[src/sv/ssm_pkg.sv]
// Shared types and constants for the Shift-And string matcher.
`timescale 1ns / 1ps
package ssm_pkg;

	localparam int CMD_W = 2;
	localparam int CHAR_W = 7;
	localparam int PATTERN_MAX_DEF = 64;
	localparam int ALPHABET_SIZE_DEF = 128;
	localparam int QUEUE_DEPTH = 4;

	localparam logic [CMD_W-1:0] CMD_CLEAR = 2'd0;
	localparam logic [CMD_W-1:0] CMD_APPEND = 2'd1;
	localparam logic [CMD_W-1:0] CMD_TEXT = 2'd2;

	typedef enum logic [1:0] {
		OP_CLEAR,
		OP_APPEND,
		OP_TEXT,
		OP_NOP
	} op_t;

	typedef struct packed {
		op_t op;
		logic [CHAR_W-1:0] ch;
		logic in_alpha;
	} q_item_t;

endpackage

[src/sv/ssm_queue.sv]
// Small FIFO that decouples the input stage from the matching engine.
`timescale 1ns / 1ps
module ssm_queue import ssm_pkg::*; (
	input  logic clk,
	input  logic arst_n,
	input  logic push_valid,
	output logic push_ready,
	input  q_item_t push_item,
	output logic pop_valid,
	input  logic pop_ready,
	output q_item_t pop_item
);

	localparam int PTR_W = $clog2(QUEUE_DEPTH);
	localparam int CNT_W = $clog2(QUEUE_DEPTH + 1);

	q_item_t slots_q [QUEUE_DEPTH];
	logic [PTR_W-1:0] wr_ptr_q;
	logic [PTR_W-1:0] rd_ptr_q;
	logic [CNT_W-1:0] cnt_q;
	logic push;
	logic pop;

	assign push_ready = (cnt_q != CNT_W'(QUEUE_DEPTH));
	assign pop_valid = (cnt_q != '0);
	assign pop_item = slots_q[rd_ptr_q];
	assign push = push_valid && push_ready;
	assign pop = pop_valid && pop_ready;

	always_ff @(posedge clk or negedge arst_n) begin
		if (!arst_n) begin
			wr_ptr_q <= '0;
			rd_ptr_q <= '0;
			cnt_q <= '0;
		end else begin
			if (push) begin
				wr_ptr_q <= (wr_ptr_q == PTR_W'(QUEUE_DEPTH - 1)) ? '0 : wr_ptr_q + 1'b1;
			end
			if (pop) begin
				rd_ptr_q <= (rd_ptr_q == PTR_W'(QUEUE_DEPTH - 1)) ? '0 : rd_ptr_q + 1'b1;
			end
			if (push && !pop) begin
				cnt_q <= cnt_q + 1'b1;
			end else if (pop && !push) begin
				cnt_q <= cnt_q - 1'b1;
			end
		end
	end

	always_ff @(posedge clk) begin
		if (push) begin
			slots_q[wr_ptr_q] <= push_item;
		end
	end

endmodule

[config.mk]
export PLATFORM = sky130hd
export DESIGN_NAME = ssm_queue
export DESIGN_NICKNAME = d
export VERILOG_FILES = /design/src/sv/ssm_pkg.sv /design/src/sv/ssm_queue.sv
export SDC_FILE = /design/constraint.sdc
export NUM_CORES = 1
export LEC_CHECK = 0
export ABC_AREA = 1
export BUFFER_PORTS_ARGS = -buffer_cell sky130_fd_sc_hd__buf_2
export CAP_MARGIN = 20
export CORE_AREA = 2 2 78 61
export CTS_CLUSTER_DIAMETER = 200
export DETAILED_ROUTE_END_ITERATION = 6
export DIE_AREA = 0 0 80 63
export PLACE_DENSITY_LB_ADDON = 0.05
export SLEW_MARGIN = 20
export SYNTH_ARGS = -nofsm -noshare
export SYNTH_HDL_FRONTEND = slang
export SYNTH_SLANG_ARGS = --single-unit
[constraint.sdc]
create_clock -name clk -period 1.5 [get_ports clk]
set_input_delay 0.3 -clock clk [delete_from_list [all_inputs] [get_ports clk]]
set_output_delay 0.3 -clock clk [all_outputs]
set_load 0.05 [all_outputs]
* Word-level counts from Yosys, hierarchy flattened *
Memories as Yosys holds them, arrays and structs flattened.
Index checks and enable logic that the tools add are counted.

word-level totals
  bits in registers = 7
  latch bits = 0
  RAM bits = 40
  memory bits (read-only) = 0
  input port bits = 14
  output and inout bits = 12
  word-level logic and storage cells = 25
  memories = 1

memory list
  name     depth  width  read ports  clocked after Yosys merged registers in  write ports  RTL line         source
  slots_q  4      10     1           0                                        1            ssm_queue.sv:17  q_item_t slots_q [QUEUE_DEPTH];

cells by class
  add/sub/neg operators = 4
  $mul = 0
  divide/modulo/power cells = 0
  $lt $le $gt $ge = 0
  equality and inequality tests = 3
  shift-type cells = 0
  muxes and demuxes = 6
  bitwise logic cells = 0
  reduce and logical (&&, ||, !) cells = 8

operators by type and width
  operator             count
  $mux 3               2
  $add 2x1->2 const B  2
  $eq 2x2->1 const B   2
  $logic_and 1x1->1    4
  $mux 2               2
  $add 3x1->3 const B  1
  $ne 3x3->1 const B   1
  $reduce_bool 3->1    1
  $sub 3x1->3 const B  1
  $logic_not 1->1      2
  $mux 1               2
  $reduce_bool 2->1    1

* Depth between registers and ports, before layout *
  word-level depth = 6
  mapped depth = 12
  mapped depth without buffers = 12

* Worst setup path after synthesis *
OpenSTA, ideal clock, no wires.

  path kind = register to register
  start = register cnt_q[1]
  end = register cnt_q[2]
  setup time = 0.117 ns
  data arrival time = 1.998 ns
  required time = 1.383 ns
  path slack = -0.615 ns
  stages on the path, launching flop included = 11
  cells stage by stage = dfrtp_1 > inv_1 > nand3_1 > nand2_2 > ha_1 > inv_1 > fa_1 > nand2_1 > nand3_1 > nand2_1 > nand2_1

on the way
  word-level cells in the longest chain between the ends = 5
  elaborated cells on any way between the ends = 13

ends and longest elaborated chain
  what                                                RTL line         source
  from (decl)                                         ssm_queue.sv:20  logic [CNT_W-1:0] cnt_q;
  from (signal assigned)                              ssm_queue.sv:43  cnt_q <= cnt_q + 1'b1;
  from (signal assigned)                              ssm_queue.sv:45  cnt_q <= cnt_q - 1'b1;
  $reduce_bool 3->1 (*)                               ssm_queue.sv:25  assign pop_valid = (cnt_q != '0);
  named net pop_valid                                 ssm_queue.sv:9   output logic pop_valid,
  $logic_and 1x1->1 (*)                               ssm_queue.sv:28  assign pop = pop_valid && pop_ready;
  $logic_not 1->1                                     ssm_queue.sv:42  if (push && !pop) begin
  $logic_and 1x1->1                                   ssm_queue.sv:42
  $mux 3 / $reduce_bool 2->1 (equally long branches)  -

Mark *: on every way through the listed nets, which the timed path passes. The rest lies on a longest branch. The select of a mux whose other input is x is not followed.
A chain may end at the register's enable or synchronous reset.

==> results by group <==
Run status
  • Status: finished, violations left
  • Failing checks: setup timing

Final layout
  • Nets: 245
  • # diodes: 0
  • P&R area growth vs syn: 29.5%
  • Commonest non-fill, non-tap cell in the layout: nand2_1
  • Final Cell Area: 2700 um^2
  • Ratio of cells with drive above 1 in the final layout: 32.0%
  • Leading cell types in the layout, fill and taps excluded: nand2_1, edfxtp_1, inv_1

Setup path
  • CP required: 1.20 ns
  • Crit path kind: flop to output port
  • Critical path's top delay family: flip-flops
  • Slowest CP cell: dfrtp_2
  • CP max FO: 24
  • Max incr delay on CP: 0.46 ns
  • Cell Chain, Critical Path: buf_12 -> o211ai_1 -> nand2_1 -> buf_6
  • Worst path bufs/invs: 2
  • Nature of the critical path endpoint: output port
  • CP startpoint kind: flop
  • Crit path DAT: 1.35 ns

Die
  • Core Rows: 21
  • Die Y: 63 um
  • Die width: 80 um
  • Core Region: 4310 um^2
  • Die area: 5040 um^2
  • Initial Util: 48.4%
  • I/O pins: 26

Global route
  • First-pass GRT wire length: 6260 um
  • Overall global routing resource usage: 17.2%
  • Number of global-route vias before repair: 1,281
  • Initial antenna violation count: 0
  • GRT Residual Overflow: 0
  • Largest net degree at the start of global routing: 25

Timing
  • Final worst slack: -0.153 ns
  • Max Fclk: 605 MHz
  • Clk_skew: 0.00736 ns
  • Tmin final: 1.65 ns
  • Setup-failing EPs final: 12
  • Rel. slew slack: 87.6%
  • RSZ-0062 raised after global routing: true
  • Fin. Hold Viols: 0
  • Worst slew pin tran: 0.185 ns
  • WHS: 0.215 ns
  • Slew Viols, Final: 0
  • Period utilisation layout: 110%

Logic synthesis
  • Synth cell types: 19
  • Synth Net Count: 196
  • Yosys warnings: 0
  • Mapped Cells: 175
  • Sequential-to-total area share from yosys stat: 66.0%
  • Synth Register Bits: 47
  • Post-Syn Area per Cell: 11.9 um^2
  • Netlist Area Pre-Place: 2090 um^2

Pwr
  • Leakage power: 1.16 nW
  • VDD IR max: 1.02 mV
  • P per Cell Area: 2310 nW/um^2

CTS
  • Reg clk slew, reported paths: 0.09 ns
  • H-Tree Depth: 2
  • Root Driver: clkbuf_8
  • Clock net sink count: 47
  • Deepest clock path buffer count: 2
  • CTS tree: yes
  • Worst skew pair latency: 0.29 ns
  • Num CTS Buffers: 5

Placed design
  • Final HPWL from detailed placement: 2600 um
  • Port bufs: 25
  • Gp weighted congestion: 0.710
  • Setup Slack @ Placement: -0.146 ns
  • Area of placed instances: 2390 um^2

Detailed routing
  • WL met2: 2000 um
  • Met1 WL: 1720 um
  • Routed via count: 1,332
  • Post-DRT Antenna Nets: 0
  • Met3 wire length: 139 um
  • 1st-pass router iterations: 4
  • # DRC: 0
  • Highest routed layer: met4
  • Vias per cell: 4.72
  • Routed len/inst: 13.8 um
  • Initial DRC count: 71
  • Routed Wire Length: 3890 um

Hold path
  • Hold/Removal Path Class: input port to flop

Run
  • Max-Cap Viols: 0
## worst register-to-register path: cells and delay by family, from the launching register on
kind	cells	cell delay (ns)
flops	1	0.43
simple gates	5	0.37
fa+ha+maj	2	0.48
buf+inv	3	0.21
## where the power goes
| part | total, mW | internal, mW | leakage (nW) | switching, mW |
|---|---|---|---|---|
| registers | 1.89 | 1.75 | 0.450 | 0.147 |
| logic | 3.27 | 1.30 | 0.648 | 1.97 |
| clock network | 1.08 | 0.664 | 0.0644 | 0.413 |
## final cells by class
cell class | instances | area [um^2]
clock buffer | 5 | 68.8
tap | 57 | 71.3
inverter | 34 | 130
clock inverter | 3 | 67.6
timing repair buffer | 48 | 419
fill | 336 | 1610
sequential | 47 | 1380
multi-input combinational | 88 | 567
## logic make-up after synthesis
| kind of cell | after synthesis | share of synthesized area [%] |
|---|---|---|
| XOR/XNOR | 1 | 0.420 |
| adder cells (fa/ha/maj) | 7 | 4.56 |
| AND/OR/NAND/NOR | 59 | 11.6 |
| AO/OA/AOI/OAI | 21 | 8.16 |
| flip-flops | 47 | 66.0 |
| buffers and inverters | 40 | 9.24 |
## per-stage QoR
stage / std cells / utilization (%) / power (mW) / setup TNS (ns)
floorplan: 175 / - / 3.97 / -3.97
global placement: 267 / 55.6 / 4.57 / -0.120
detailed placement: 267 / 55.6 / 4.67 / -0.225
CTS: 279 / 62.1 / 6.25 / -1.68
global route: 282 / 62.7 / 6.63 / -2.45
finish: 282 / 62.7 / 6.24 / -1.51
## synthesized netlist by cell type
master / count / area [um^2]
nand2_1: 43 / 161
edfxtp_1: 40 / 1200
inv_1: 33 / 124
o211ai_1: 17 / 128
dfrtp_1: 7 / 175
ha_1: 6 / 75.1
nand3_1: 6 / 30.0
nor2_1: 6 / 22.5
buf_6: 4 / 45.0
o211ai_2: 3 / 37.5
nand2_2: 2 / 12.5
buf_2: 1 / 5.00
buf_8: 1 / 15.0
fa_1: 1 / 20.0
inv_2: 1 / 3.75
nand3_2: 1 / 10.0
nand4_1: 1 / 6.26
o21ai_0: 1 / 5.00
xnor2_1: 1 / 8.76
## path summary, 6_finish.rpt
path / endpoint / cells past startpoint / slack [ns] / start
max: pop_item[4] / 4 / -0.15 / rd_ptr_q[0]
min: slots_q[2][2] / 1 / 0.22 / push_item[2]
max reg2reg: cnt_q[2] / 10 / -0.09 / cnt_q[2]
min reg2reg: wr_ptr_q[1] / 2 / 0.55 / wr_ptr_q[1]
max in group asynchronous: rd_ptr_q[0] / 2 / 0.95 / arst_n
min in group asynchronous: cnt_q[2] / 2 / 0.37 / arst_n
## routing by layer
layer	global-route usage [%]	vias up
met4	5.72	0
li1	-	681
met2	27.5	23
met1	22.9	626
met5	0	-
met3	4.48	2
## state kept, by name (all words and copies together), names as in the netlist
register	cells
cnt_q	3
slots_q	40
wr_ptr_q	2
rd_ptr_q	2
## repair_timing
item,in CTS,in global routing
hold buffers,1,0
pin swaps,5,11
setup endpoints to repair,14,14
gates resized for setup,36,3
cloned,1,0
setup buffers,2,5
hold endpoints to repair,7,0
No activity file was read; power rests on OpenSTA's default activity.
