**config.mk**
```make
export PLATFORM = sky130hd
export DESIGN_NAME = ssm_front
export DESIGN_NICKNAME = d
export VERILOG_FILES = /design/src/sv/ssm_pkg.sv /design/src/sv/ssm_front.sv
export SDC_FILE = /design/constraint.sdc
export NUM_CORES = 1
export LEC_CHECK = 0
export ABC_AREA = 1
export BUFFER_PORTS_ARGS = -buffer_cell sky130_fd_sc_hd__buf_4
export CAP_MARGIN = 20
export CORE_AREA = 2 2 39 41
export CTS_CLUSTER_DIAMETER = 40
export CTS_CLUSTER_SIZE = 24
export DETAILED_ROUTE_END_ITERATION = 6
export DIE_AREA = 0 0 41 43
export PLACE_DENSITY = 0.65
export SYNTH_ARGS = -nofsm -noshare
export SYNTH_HDL_FRONTEND = slang
export SYNTH_SLANG_ARGS = --single-unit
```
**constraint.sdc**
```tcl
create_clock -name clk -period 1.6 [get_ports clk]
set_clock_uncertainty 0.1 [all_clocks]
set_input_delay 0 -clock clk [delete_from_list [all_inputs] [get_ports clk]]
set_output_delay 0 -clock clk [all_outputs]
set_load 0.02 [all_outputs]
```
**src/sv/ssm_pkg.sv**
```systemverilog
// Shared types and constants for the Shift-And string matcher.
`timescale 1ns / 1ps
package ssm_pkg;

	localparam int CMD_W = 2;
	localparam int CHAR_W = 7;
	localparam int PATTERN_MAX_DEF = 64;
	localparam int ALPHABET_SIZE_DEF = 128;
	localparam int QUEUE_DEPTH = 4;

	localparam logic [CMD_W-1:0] CMD_CLEAR = 2'd0;
	localparam logic [CMD_W-1:0] CMD_APPEND = 2'd1;
	localparam logic [CMD_W-1:0] CMD_TEXT = 2'd2;

	typedef enum logic [1:0] {
		OP_CLEAR,
		OP_APPEND,
		OP_TEXT,
		OP_NOP
	} op_t;

	typedef struct packed {
		op_t op;
		logic [CHAR_W-1:0] ch;
		logic in_alpha;
	} q_item_t;

endpackage

```
**src/sv/ssm_front.sv**
```systemverilog
// Input stage: takes stream transfers and classifies each command.
`timescale 1ns / 1ps
module ssm_front import ssm_pkg::*; #(
	parameter int ALPHABET_SIZE = ALPHABET_SIZE_DEF
) (
	input  logic clk,
	input  logic arst_n,
	input  logic s_tvalid,
	output logic s_tready,
	input  logic [CMD_W-1:0] s_cmd,
	input  logic [CHAR_W-1:0] s_char,
	output logic q_valid,
	input  logic q_ready,
	output q_item_t q_item
);

	logic v_q;
	q_item_t item_q;
	op_t op_dec;

	always_comb begin
		unique case (s_cmd)
			CMD_CLEAR:  op_dec = OP_CLEAR;
			CMD_APPEND: op_dec = OP_APPEND;
			CMD_TEXT:   op_dec = OP_TEXT;
			default:    op_dec = OP_NOP;
		endcase
	end

	assign s_tready = !v_q || q_ready;
	assign q_valid = v_q;
	assign q_item = item_q;

	always_ff @(posedge clk or negedge arst_n) begin
		if (!arst_n) begin
			v_q <= 1'b0;
		end else if (s_tvalid && s_tready) begin
			v_q <= 1'b1;
		end else if (q_ready) begin
			v_q <= 1'b0;
		end
	end

	always_ff @(posedge clk) begin
		if (s_tvalid && s_tready) begin
			item_q.op <= op_dec;
			item_q.ch <= s_char;
			item_q.in_alpha <= (int'(s_char) < ALPHABET_SIZE);
		end
	end

endmodule

```
# --- Word-level counts from Yosys, hierarchy flattened ---
# Index checks and enable logic that the tools add are counted.
classes:
  reduce_logical: 5
  muxes: 3
  eq_ne: 2
ops:
  columns: ["operator", "count"]
  rows:
  - ["2-bit case mux with 3 select lines", 1]
  - ["2-bit by 1-bit == test with 1-bit output (second input constant)", 1]
  - ["2-bit == test (second input constant)", 1]
  - ["2-bit zero test", 1]
  - ["1-bit two-way mux", 2]
  - ["2-bit nonzero test", 1]
  - ["1-bit logical AND", 1]
  - ["1-bit zero test", 1]
  - ["1-bit logical OR", 1]
totals:
  in_bits: 13
  out_inout_bits: 12
  word_cells: 13
  ff_bits: 10

# --- Logic depth before layout (Yosys ltp) ---
# Gate-level depths: netlist of run 1.
depth:
  ltp_word: 4
  ltp_mapped: 3
  depth_no_buf: 3

# --- Worst setup path before layout of run 1 ---
# Ideal clock, no wire load.
synth_path:
  path_type: "register to register"
  start: "register v_q (netlist: q_valid)"
  end: "register item_q (netlist bit q_item[1]) (enable)"
  stages_incl_launch_ff: 2
  arrival_time_ps: 997
  setup_time_ps: 378
  setup_slack_ps: 125
  n_path_buf: 0
  t_required_ps: 1122
  cell_sequence: "dfrtp_1 -> a21oi_1"
synth_via:
  elab_chain_cells: 3
synth_lines:
  columns: ["item", "line", "text"]
  rows:
  - ["start: declaration", "ssm_front.sv:17", "logic v_q;"]
  - ["start signal: assignment", "ssm_front.sv:36", "v_q <= 1'b0;"]
  - ["start signal: assignment", "ssm_front.sv:38", "v_q <= 1'b1;"]
  - ["start signal: assignment", "ssm_front.sv:40", "v_q <= 1'b0;"]
  - ["1-bit zero test", "ssm_front.sv:30", "assign s_tready = !v_q || q_ready;"]
  - ["1-bit logical OR", "ssm_front.sv:30", null]
  - ["1-bit logical AND", "ssm_front.sv:45", "if (s_tvalid && s_tready) begin"]
  - ["end: declaration", "ssm_front.sv:18", "q_item_t item_q;"]
# No other way between the ends.
# A chain may end at the register's enable or synchronous reset.

# --- Final worst setup path of run 1 ---
layout_path:
  start: "register v_q (netlist: q_valid)"
  end: "register v_q (netlist: q_valid)"
layout_via:
  elab_chain_cells: 4
layout_lines:
  columns: ["item", "line", "text"]
  rows:
  - ["1-bit zero test *", "ssm_front.sv:30", null]
  - ["1-bit logical OR *", "ssm_front.sv:30", null]
  - ["1-bit logical AND *", "ssm_front.sv:37", "end else if (s_tvalid && s_tready) begin"]
  - ["1-bit two-way mux / 2-bit nonzero test (equally long branches)", null, null]
# Mark *: on every way between the ends. The rest lies on a longest branch, timed or not.

==> results.md, run 1 <==
- The flow ran to the end, and the final reports show no timing, DRC or antenna violations.
- After detailed placement, the design holds a cell count of 56.
- The number of enable-type register cells in the synthesized netlist is 9.
- In the routed design, unresolved DRC markers number 0.
- CTS built an H-tree with a depth of 1.
- Power spread over the standard cell area amounts to between 800 and 900 nW/um^2.
- The number of max-cap violations is 0.
- Among all cell types in the netlist, the one instantiated most often is sky130_fd_sc_hd__edfxtp_1.
- The analysis attributes to cell leakage a power of 0.301 nW.
- The initialized floorplan defines 14 standard-cell rows.
- The first global-routing pass estimated 1140 um of wire.
- The total power consumption of the routed design is a little under 600 uW.
- After detailed routing, the number of vias per cell comes to ~3.8.
- The via count of the first global-routing pass is between 300 and 400.
- The global router's overall resource usage is 10.3%.
- The beginning of the worst hold path is q_ready.
- The largest single stage delay on the critical path is about 0.55 ns.
- The finished cells cover 676 sq um.
- The sequential-to-total area share from yosys stat is 88.4%.
- For the worst flop-to-flop path, the logic depth is 3.
- The number of antenna violations at the first check in global routing was 0.
- The x dimension of the die is between 40 and 50 um.
- The worst path uses just over 80% of the clock period.
- The count of buffers added on input and output ports is 23.
- Setup violations remaining at the end of the flow were counted as 0.
- The die outline height is approximately 43 um.
- Global routing used ~8.5% of the available met1 tracks.
- In this run the cell area measured after placement is 519 sq um.
- The worst-case IR drop observed on VDD is between 0.0004 and 0.0005 V.
- The cell count after synthesis came out at 19.
- The detail route stage leaves a number of antenna-violating nets equal to 0.
- The core area is around 1400 sq um.
- For this run, asynchronously set or reset flops after synthesis account for about 10%.
- The endpoint arrival time on the critical path is 1.35 ns.
- The total number of yosys warnings is 0.
- The unique cell type count in the Yosys netlist is 8.
- The fraction of layout instances using a drive strength above 1 is between 40% and 50%.
- The number of iterations in the first detailed-routing pass is 1.
- 0 antenna diodes ended up in the layout.
- For this block, the routed nets add up to ~820 um of wire.
- Setup repair after global routing left no endpoint under its margin.
- For this run, global-route usage on met3 was measured as approximately 3.1%.
- sky130_fd_sc_hd__edfxtp_1 takes more of the synthesized area than any other cell.
- The final number of max-transition violations is 0.
- For the finished layout, the period the worst path requires is ~1.3 ns.
- The clock network latency to the later pin of the worst-skew pair is 0.25 ns.
- In this run, the number of DRC markers left after iteration 0 of detailed routing was 0.
- After synthesis, the largest area contributor takes up between 80% and 90% of total cell area.
- The total number of clock tree sinks is 10.
- The launch point of the worst reg-to-reg path is q_valid$_DFFE_PN0P_.
- Summing over every cut layer, the via total after detailed routing is around 280.
- The library cell appearing most often on the critical path is sky130_fd_sc_hd__nand2_1.
- The CTS tree is yes.
- The remaining global-route overflow is 0.
- In this run the deepest clock path goes through 2 buffers.
- Setup slack on the worst reg-to-reg path comes out at around 0.28 ns.
- In this run the critical register-to-register path is captured at q_valid$_DFFE_PN0P_.
- The post-synth design cell area is 334 sq um.
- Based on the critical path, the design can be clocked at up to about 760 MHz.
- Compared with the post-synthesis result, the final layout area differs by 102%.
- The pin count of the biggest net entering global routing is 10.
- The total die area is around 1800 sq um.
- Post-CTS timing repair inserted 0 buffers for setup.
- The count of non-filler cells in the finished layout is between 70 and 80.
- Dividing the detail-routed wire length by the instance count gives 11.3 um.
- The flip-flop and latch count after synthesis is 10.
- The worst hold margin is 0.191 ns.
- Counting the fill cells in the layout gives 127.
- In the global route stage, met2 resource usage came out at a little under a fifth.
- At the end of the flow, the number of nets in the layout was ~70.
- In this run, post-CTS repair resized a total of 0 instances.
- Synthesis produced a netlist with a net count of 32.
- After clock tree synthesis, the clock-pin slew on the worst setup and hold paths is roughly 0.06 ns.
- The worst hold path belongs to the class in2reg.
- The most crowded layer after global routing is met2.
- The most used flip-flop cell after synthesis is sky130_fd_sc_hd__edfxtp_1.
- The count of pins on the block boundary is 25.
- The critical path goes through nand2_1, nand2_1, dlygate4sd3_1.
- The slack of the critical path is 0.278 ns.
- Buffers inserted during clock tree synthesis total 3.
- Yosys attributes the largest share of cell area to sky130_fd_sc_hd__edfxtp_1, sky130_fd_sc_hd__dfrtp_1, sky130_fd_sc_hd__buf_4, sky130_fd_sc_hd__clkbuf_1, sky130_fd_sc_hd__inv_1.
- Dividing the synthesized area by the synthesized cell count gives between 15 and 20 sq um.
- STA classifies the critical path endpoint as a flop.
- Cells fill about 49% of the core in the end.
- In the synthesized netlist, the cells that appear most often are sky130_fd_sc_hd__edfxtp_1, sky130_fd_sc_hd__clkbuf_1, sky130_fd_sc_hd__inv_1, sky130_fd_sc_hd__nand2_1.
- In the final timing run, aggregate negative setup slack is 0 ns.
- The global placer's final weighted congestion is roughly 0.56.
- The highest net fanout along the worst path is 3.
- The number of instances on the worst hold path is 4.
- The startpoint type of the worst setup path is a flop.
- The count of final hold-check violations is 0.
- Once the floorplan was initialized, standard cells occupied 24.1% of the core.
- Among all stages on the critical path, the largest delay is contributed by sky130_fd_sc_hd__dlygate4sd3_1.
- In this run the clock root is driven by a sky130_fd_sc_hd__clkbuf_4.
- The worst setup path is of the reg2reg kind.
- At the placement stage, the worst setup path has a slack of 0.488 ns.
- The required time at the worst-slack endpoint is around 1.6 ns.
- For hold timing, the worst endpoint is q_item[2]$_DFFE_PP_.
[report_power, final]
part	switching (mW)	internal, mW
logic	0.0448	0.0614
registers	0.00530	0.302
clock network	0.0744	0.0958
[timing repair]
action                     in CTS  in global routing
setup endpoints to repair       0                  0
hold buffers                   13                  0
hold endpoints to repair       11                  0
[critical path: cells and delay by family, from the launching register on]
family | cells | cell delay [ns]
DFF | 1 | 0.40
buffers and inverters | 1 | 0.55
and+or+nand+nor | 2 | 0.15
[sequential cells by signal, summed over array words and instances, names as in the netlist]
register	cells
q_valid	1
q_item	9
[cells in the final DEF, fill, tap and decap left out]
| cell type | Yosys | final |
|---|---|---|
| sky130_fd_sc_hd__dlygate4sd3_1 | 0 | 13 |
| sky130_fd_sc_hd__nand2_1 | 2 | 2 |
| sky130_fd_sc_hd__dfrtp_1 | 1 | 1 |
| sky130_fd_sc_hd__inv_1 | 2 | 2 |
| sky130_fd_sc_hd__clkbuf_4 | 0 | 3 |
| sky130_fd_sc_hd__a21oi_1 | 1 | 1 |
| sky130_fd_sc_hd__buf_4 | 1 | 24 |
| sky130_fd_sc_hd__edfxtp_1 | 9 | 9 |
| sky130_fd_sc_hd__conb_1 | 1 | 1 |
| sky130_fd_sc_hd__clkbuf_1 | 2 | 1 |
[worst max-delay path by stage]
stage / start / cells after the start / slack (ns) / endpoint
floorplan: q_valid$_DFFE_PN0P_ / 1 / 0.13 / q_item[1]$_DFFE_PP_
global placement: q_valid$_DFFE_PN0P_ / 2 / 0.51 / q_item[1]$_DFFE_PP_
detailed placement: q_valid$_DFFE_PN0P_ / 2 / 0.49 / q_item[5]$_DFFE_PP_
CTS: q_valid$_DFFE_PN0P_ / 3 / 0.31 / q_valid$_DFFE_PN0P_
global route: q_valid$_DFFE_PN0P_ / 3 / 0.22 / q_valid$_DFFE_PN0P_
finish: q_valid$_DFFE_PN0P_ / 3 / 0.28 / q_valid$_DFFE_PN0P_
[kinds of logic after synthesis]
logic type	count (synthesis)	synth area share (%)
flip-flops	10	88.4
buffers and inverters	5	6.74
AND/OR/NAND/NOR	2	2.25
AO/OA/AOI/OAI	1	1.50
other	1	1.12
[metal layers]
layer | vias to the layer above | share of wire, %
met5 | - | 0
met4 | 0 | 0
met3 | 0 | 12
met2 | 25 | 49
met1 | 114 | 39
li1 | 137 | -
[cell type report]
class / count / area [sq um] / share of cell area [%]
Timing Repair Buffer: 37 / 310 / 45.9
Sequential cell: 10 / 295 / 43.7
Clock buffer: 4 / 26.3 / 3.89
Tap cell: 16 / 20.0 / 2.96
Multi-Input combinational cell: 4 / 16.3 / 2.41
Inverter: 2 / 7.51 / 1.11
Power figures use the tool's default switching activity.
==> inputs of run 2 (changes only) <==
--- a/config.mk
+++ b/config.mk
@@ -13,7 +13,7 @@
 export CTS_CLUSTER_SIZE = 24
 export DETAILED_ROUTE_END_ITERATION = 6
 export DIE_AREA = 0 0 41 43
-export PLACE_DENSITY = 0.65
+export PLACE_DENSITY = 0.67
 export SYNTH_ARGS = -nofsm -noshare
 export SYNTH_HDL_FRONTEND = slang
 export SYNTH_SLANG_ARGS = --single-unit
==> constraint.sdc (replaced) <==
create_clock -name clk -period 1.1 [get_ports clk]
set_clock_uncertainty 0.1 [all_clocks]
set_input_delay 0 -clock clk [delete_from_list [all_inputs] [get_ports clk]]
set_output_delay 0 -clock clk [all_outputs]
set_load 0.02 [all_outputs]
==> results.md, run 2 (same netlist as run 1, synthesis figures left out) <==
- The number of clock buffers inserted by TritonCTS was 3 (unchanged).
- The leakage power of the design is 0.314 nW (was 0.301 nW).
- Most frequent cells in the layout: sky130_fd_sc_hd__buf_4, sky130_fd_sc_hd__dlygate4sd3_1, sky130_fd_sc_hd__edfxtp_1 (unchanged).
- The register share of total power came to 51.2% (was 52.7%).
- The post-place setup slack is -0.0286 ns (was 0.488 ns).
- The switching share of power is 21.9% (was 21.3%).
- The class of the tightest hold or removal check is in2reg (unchanged).
- The part of the total power dissipated in the clock network was 28.8% (was 29.1%).
- The number of antenna violations at the first check in global routing came to 0 (unchanged).
- The layout-stage area growth over the synthesis result is 115% (was 102%).
- The count of final hold-check violations came to 0 (unchanged).
- The final critical-path required period is 1.11 ns (was 1.32 ns).
- The setup slack of the worst register-to-register path was -0.01 ns (was 0.28 ns).
- The total via count in the routed design is 280 (was 276).
- The worst setup path category is reg2reg (unchanged).
- The die outline height is 43 um (unchanged).
- The total number of clock tree sinks is 10 (unchanged).
- The DRC violation total after the first TritonRoute iteration is 0 (unchanged).
- The pin count of the biggest net entering global routing was 10 (unchanged).
- The cell at the root of the clock tree was sky130_fd_sc_hd__clkbuf_4 (unchanged).
- The endpoint arrival time on the critical path is 0.99 ns (was 1.35 ns).
- The global router's overall resource usage came to 9.10% (was 10.3%).
- The wire length of the first global-routing pass is 1020 um (was 1140 um).
- The DRC violation count after routing is 0 (unchanged).
- The number of nets still failing antenna checks after routing is 0 (unchanged).
- The sequential cell area was 297 sq um (was 295 sq um).
- The maximum resistive drop on vdd is 0.000591 V (was 0.000488 V).
- The number of fillers in the final layout came to 117 (was 127).
- The remaining global-route overflow is 0 (unchanged).
- The startpoint type of the worst setup path is a flop (unchanged).
- The sum of negative setup slack is -0.0798 ns (was 0 ns).
- The multi-input logic area is 30.0 sq um (was 16.3 sq um).
- The number of max-cap violations is 0 (unchanged).
- The count of pins on the block boundary is 25 (unchanged).
- The final HPWL from detailed placement is approximately 550 um.
- The required time at the worst-slack endpoint came to 0.97 ns (was 1.63 ns).
- The global placer's final weighted congestion was 0.542 (was 0.561).
- The via count of the first global-routing pass is 297 (was 319).
- The clock-pin slew reported for the worst setup and hold paths after clock tree synthesis is 0.06 ns (about the same).
- The buffer levels on the longest clock path was 2 (unchanged).
- The number of standard-cell rows in the floorplan came to 14 (unchanged).
- The highest net fanout along the worst path is 9 (was 3).
- The instance count after placement with tap cells included is 56 (unchanged).
- The internal power consumption is 683 uW (was 459 uW).
- The routed via count divided by cell count came to 3.78 (about the same).
- The checks that failed: setup timing.
- The total power consumption of the routed design is 874 uW (was 584 uW).
- Unrepaired setup endpoints after global routing: true (was false).
- The clock network latency to the later pin of the worst-skew pair is 0.25 ns (about the same).
- The commonest non-fill, non-tap cell in the layout is sky130_fd_sc_hd__buf_4 (unchanged).
- The relative contribution of combinational cells to total power is 19.9% (was 18.2%).
- The total die area was 1760 sq um (unchanged).
- The count of non-filler cells in the finished layout is 74 (was 73).
- The quantity of I/O buffers inserted on ports is 23 (unchanged).
- The power dissipated by switching net loads came to 192 uW (was 125 uW).
- The type of element capturing the critical path is a flop (unchanged).
- The slack of the critical path was -0.0142 ns (was 0.278 ns).
- The number of iterations in the first detailed-routing pass came to 1 (unchanged).
- The x dimension of the die is 41 um (unchanged).
- The initial core utilization is 24.1% (unchanged).
- The final routed wirelength across all metal layers is 779 um (was 822 um).
- The count of final setup violators is 9 (was 0).
- The core area is 1380 sq um (unchanged).
- The depth of the CTS H-tree is 1 (unchanged).
- The fraction of layout instances using a drive strength above 1 was 53.4% (was 47.4%).
- The per-cell routed wire length is 10.5 um (was 11.3 um).
- The final number of max-transition violations was 0 (unchanged).
- The flip-flop count of the largest register after layout is 9 (unchanged).
- The achievable frequency is 897 MHz (was 757 MHz).
- The final net count is 72 (was 71).
- The number of diodes added for antenna fixing is 0 (unchanged).
- The power density normalized to cell area came to 1220 nW/um^2 (was 864 nW/um^2).
- The post-route clock period utilization is 101% (was 82.6%).
- The CTS tree is yes (unchanged).
- Result of the run: finished, violations left (was complete, no violations).
run 2: area by class of cell:
class	instances	share of cell area, %
inverter	2	1.05
clock buffer	4	3.66
timing repair buffer	38	47.0
multi-input combinational	4	4.18
sequential	10	41.3
tap	16	2.79
run 2: layer usage:
layer  GRT usage (%)  part of all wire (%)  wire length (um)  vias to the layer above
met5               0                     0                 0                        -
met4            6.00                     0                 0                        0
met3            3.14                    13               103                        0
met2            15.0                    47               363                       22
met1            8.87                    40               312                      120
li1                -                     -                 -                      138
run 2: critical path, cell delays in order, from the launching register on:
cell	delay, ns
sky130_fd_sc_hd__dfrtp_2	0.43
sky130_fd_sc_hd__a21oi_4	0.17
sky130_fd_sc_hd__buf_12	0.14
run 2: final timing paths:
| path | startpoint | endpoint | depth (start not counted) |
|---|---|---|---|
| max in group asynchronous | arst_n | q_valid$_DFFE_PN0P_ | 3 |
| max | q_valid$_DFFE_PN0P_ | q_item[7]$_DFFE_PP_ | 2 |
| min reg2reg | q_valid$_DFFE_PN0P_ | q_valid$_DFFE_PN0P_ | 3 |
| min in group asynchronous | arst_n | q_valid$_DFFE_PN0P_ | 3 |
| max reg2reg | q_valid$_DFFE_PN0P_ | q_item[7]$_DFFE_PP_ | 2 |
| min | s_cmd[0] | q_item[8]$_DFFE_PP_ | 2 |
run 2: timing repair:
item | 4_1_cts | 5_1_grt
endpoints found under the setup margin | 10 | 10
pin swaps | 1 | 0
hold buffers | 13 | 0
resized for setup | 2 | 1
endpoints found under the hold margin | 11 | 0
setup buffers | 1 | 0
run 2: power groups by stage:
stage	sequential (mW)	clock (mW)	combinational (mW)
after floorplan	0.483	0	0.0265
after global placement	0.455	0	0.122
after detailed placement	0.456	0	0.123
after CTS	0.448	0.264	0.174
after global routing	0.450	0.287	0.185
final	0.448	0.252	0.174
run 2: per-stage QoR:
step                      hold WS, ns  util (%)  cell area (sq um)
after detailed placement       -0.322      38.4                532
final                           0.362      51.9                718
after global routing            0.352      51.9                718
after global placement         -0.323      38.4                532
after CTS                       0.347      51.6                714
after floorplan                -0.396         -                347
==> inputs of run 3 (changes only) <==
--- a/config.mk
+++ b/config.mk
@@ -9,6 +9,7 @@
 export BUFFER_PORTS_ARGS = -buffer_cell sky130_fd_sc_hd__buf_4
 export CAP_MARGIN = 20
 export CORE_AREA = 2 2 39 41
+export CTS_BUF_LIST = sky130_fd_sc_hd__clkbuf_4 sky130_fd_sc_hd__clkbuf_8
 export CTS_CLUSTER_DIAMETER = 40
 export CTS_CLUSTER_SIZE = 24
 export DETAILED_ROUTE_END_ITERATION = 6
==> results.md, run 3 (same netlist as run 1, synthesis figures left out) <==
- The required time at the worst-slack endpoint is 0.97 ns (about the same).
- The per-cell routed wire length is 10.8 um (was 10.5 um).
- The remaining global-route overflow is 0 (unchanged).
- The cell at the root of the clock tree is sky130_fd_sc_hd__clkbuf_4 (unchanged).
- The final number of max-transition violations came to 0 (unchanged).
- The power dissipated by switching net loads is 190 uW (was 192 uW).
- The instance count after placement with tap cells included was 56 (unchanged).
- The relative contribution of combinational cells to total power came to 19.5% (was 19.9%).
- The internal power consumption came to 706 uW (was 683 uW).
- The worst hold margin is -0.0375 ns (was 0.362 ns).
- The highest net fanout along the worst path was 9 (unchanged).
- The slack of the critical path came to 0.00991 ns (was -0.0142 ns).
- The total power consumption of the routed design is 896 uW (was 874 uW).
- The highest-delay cell along the critical path is sky130_fd_sc_hd__dfrtp_2 (unchanged).
- The total number of clock tree sinks is 10 (unchanged).
- Most frequent cells in the layout: sky130_fd_sc_hd__buf_4, sky130_fd_sc_hd__dlygate4sd3_1, sky130_fd_sc_hd__edfxtp_1 (unchanged).
- The number of standard-cell rows in the floorplan was 14 (unchanged).
- The global router's overall resource usage is 9.01% (was 9.10%).
- The via count of the first global-routing pass came to 283 (was 297).
- The sum of negative setup slack is 0 ns (was -0.0798 ns).
- The class of the tightest hold or removal check is in2reg (unchanged).
- The sequential cell area is 297 sq um (unchanged).
- The buffer levels on the longest clock path is 2 (unchanged).
- The number of fillers in the final layout is 117 (unchanged).
- The commonest non-fill, non-tap cell in the layout is sky130_fd_sc_hd__buf_4 (unchanged).
- The number of diodes added for antenna fixing is 0 (unchanged).
- The x dimension of the die was 41 um (unchanged).
- The number of nets still failing antenna checks after routing is 0 (unchanged).
- The pin count of the biggest net entering global routing is 10 (unchanged).
- The CTS tree is yes (unchanged).
- The post-place setup slack is -0.0286 ns (unchanged).
- The final HPWL from detailed placement is 553 um (unchanged).
- The switching share of power is 21.2% (was 21.9%).
- The endpoint arrival time on the critical path is 0.96 ns (was 0.99 ns).
- The total non-filler cell area in the finished layout came to 717 sq um (was 718 sq um).
- The clock network latency to the later pin of the worst-skew pair is 0.25 ns (about the same).
- The clock-pin slew reported for the worst setup and hold paths after clock tree synthesis is 0.06 ns (about the same).
- The worst setup path category was reg2reg (unchanged).
- The flip-flop count of the largest register after layout is 9 (unchanged).
- The number of clock buffers inserted by TritonCTS is 3 (unchanged).
- The part of the total power dissipated in the clock network is 30.5% (was 28.8%).
- The count of pins on the block boundary is 25 (unchanged).
- The type of element capturing the critical path is a flop (unchanged).
- The global placer's final weighted congestion came to 0.542 (unchanged).
- The depth of the CTS H-tree is 1 (unchanged).
- The post-route clock period utilization is 99.1% (was 101%).
- The core area is 1380 sq um (unchanged).
- The register share of total power is 49.9% (was 51.2%).
- The count of final setup violators is 0 (was 9).
- The number of iterations in the first detailed-routing pass was 2 (was 1).
- The post-detailed-placement cell area was 532 sq um (unchanged).
- The number of max-cap violations was 0 (unchanged).
- The quantity of I/O buffers inserted on ports is 23 (unchanged).
- Result of the run: finished, violations left (unchanged).
- The routed via count divided by cell count is 3.66 (was 3.78).
- The count of non-filler cells in the finished layout is 73 (was 74).
- Cells traversed along the worst timing path: a21oi_4, buf_12 (unchanged).
- The number of antenna violations at the first check in global routing is 0 (unchanged).
- The end-of-flow core utilization is 51.8% (was 51.9%).
- The multi-input logic area is 35.0 sq um (was 30.0 sq um).
- The final routed wirelength across all metal layers came to 788 um (was 779 um).
- The achievable frequency is 917 MHz (was 897 MHz).
- The wire length of the first global-routing pass came to 1010 um (was 1020 um).
- The final net count is 71 (was 72).
- The layout-stage area growth over the synthesis result is 115% (about the same).
- The total via count in the routed design is 267 (was 280).
- The maximum resistive drop on vdd was 0.000540 V (was 0.000591 V).
- The leakage power of the design came to 0.316 nW (was 0.314 nW).
- The fraction of layout instances using a drive strength above 1 was 57.9% (was 53.4%).
- The count of hold buffers inserted by post-cts repair came to 12 (was 13).
- The startpoint type of the worst setup path is a flop (unchanged).
- The power density normalized to cell area is 1250 nW/um^2 (was 1220 nW/um^2).
- The delay contributed by the slowest stage of the critical path came to 0.42 ns (was 0.43 ns).
- The die outline height was 43 um (unchanged).
- The total die area is 1760 sq um (unchanged).
- Unrepaired setup endpoints after global routing: true (unchanged).
- The DRC violation total after the first TritonRoute iteration is 1 (was 0).
- The count of final hold-check violations came to 1 (was 0).
- The DRC violation count after routing is 0 (unchanged).
- The initial core utilization is 24.1% (unchanged).
- The final critical-path required period is 1.09 ns (was 1.11 ns).
- Violated checks: hold timing (was setup timing).
## run 3: path summary, 6_finish.rpt
path / from / end / slack, ns / cells past startpoint
max: q_valid$_DFFE_PN0P_ / q_item[7]$_DFFE_PP_ / 0.01 / 2
min: q_ready / q_valid$_DFFE_PN0P_ / -0.04 / 4
max reg2reg: q_valid$_DFFE_PN0P_ / q_item[7]$_DFFE_PP_ / 0.01 / 2
min reg2reg: q_valid$_DFFE_PN0P_ / q_valid$_DFFE_PN0P_ / 0.52 / 3
max in group asynchronous: arst_n / q_valid$_DFFE_PN0P_ / 0.29 / 3
min in group asynchronous: arst_n / q_valid$_DFFE_PN0P_ / 0.49 / 3
## run 3: repair_timing
action | 4_1_cts | 5_1_grt
hold endpoints to repair | 11 | 1
gates resized for setup | 3 | 2
pin swaps | 0 | 0
buffers inserted | 1 | 0
setup endpoints to repair | 10 | 10
## run 3: worst max-delay path, delay by kind of cell (launching register included)
family | cells | cell delay [ns]
buffers and inverters | 1 | 0.14
AOI/OAI and AO/OA | 1 | 0.15
DFF | 1 | 0.42
## run 3: power groups by stage
stage / Sequential (mW) / Clock, mW / Combinational, mW
3_3_place_gp: 0.455 / 0 / 0.122
2_1_floorplan: 0.483 / 0 / 0.0265
4_1_cts: 0.448 / 0.289 / 0.173
3_5_place_dp: 0.456 / 0 / 0.123
6_report: 0.448 / 0.274 / 0.175
5_1_grt: 0.449 / 0.307 / 0.186
## run 3: final cells by class
class                           instances  share of cell area, %
Inverter                                2                   1.05
Sequential cell                        10                   41.4
Tap cell                               16                   2.79
Timing Repair Buffer                   37                   45.7
Multi-Input combinational cell          4                   4.89
Clock buffer                            4                   4.19
## run 3: routing by layer
metal / part of all wire [%] / vias to the layer above / track usage (%)
met5: 0 / - / 0
met4: 0 / 0 / 6.00
li1: - / 136 / -
met2: 48 / 22 / 14.7
met3: 12 / 0 / 3.14
met1: 40 / 109 / 8.90
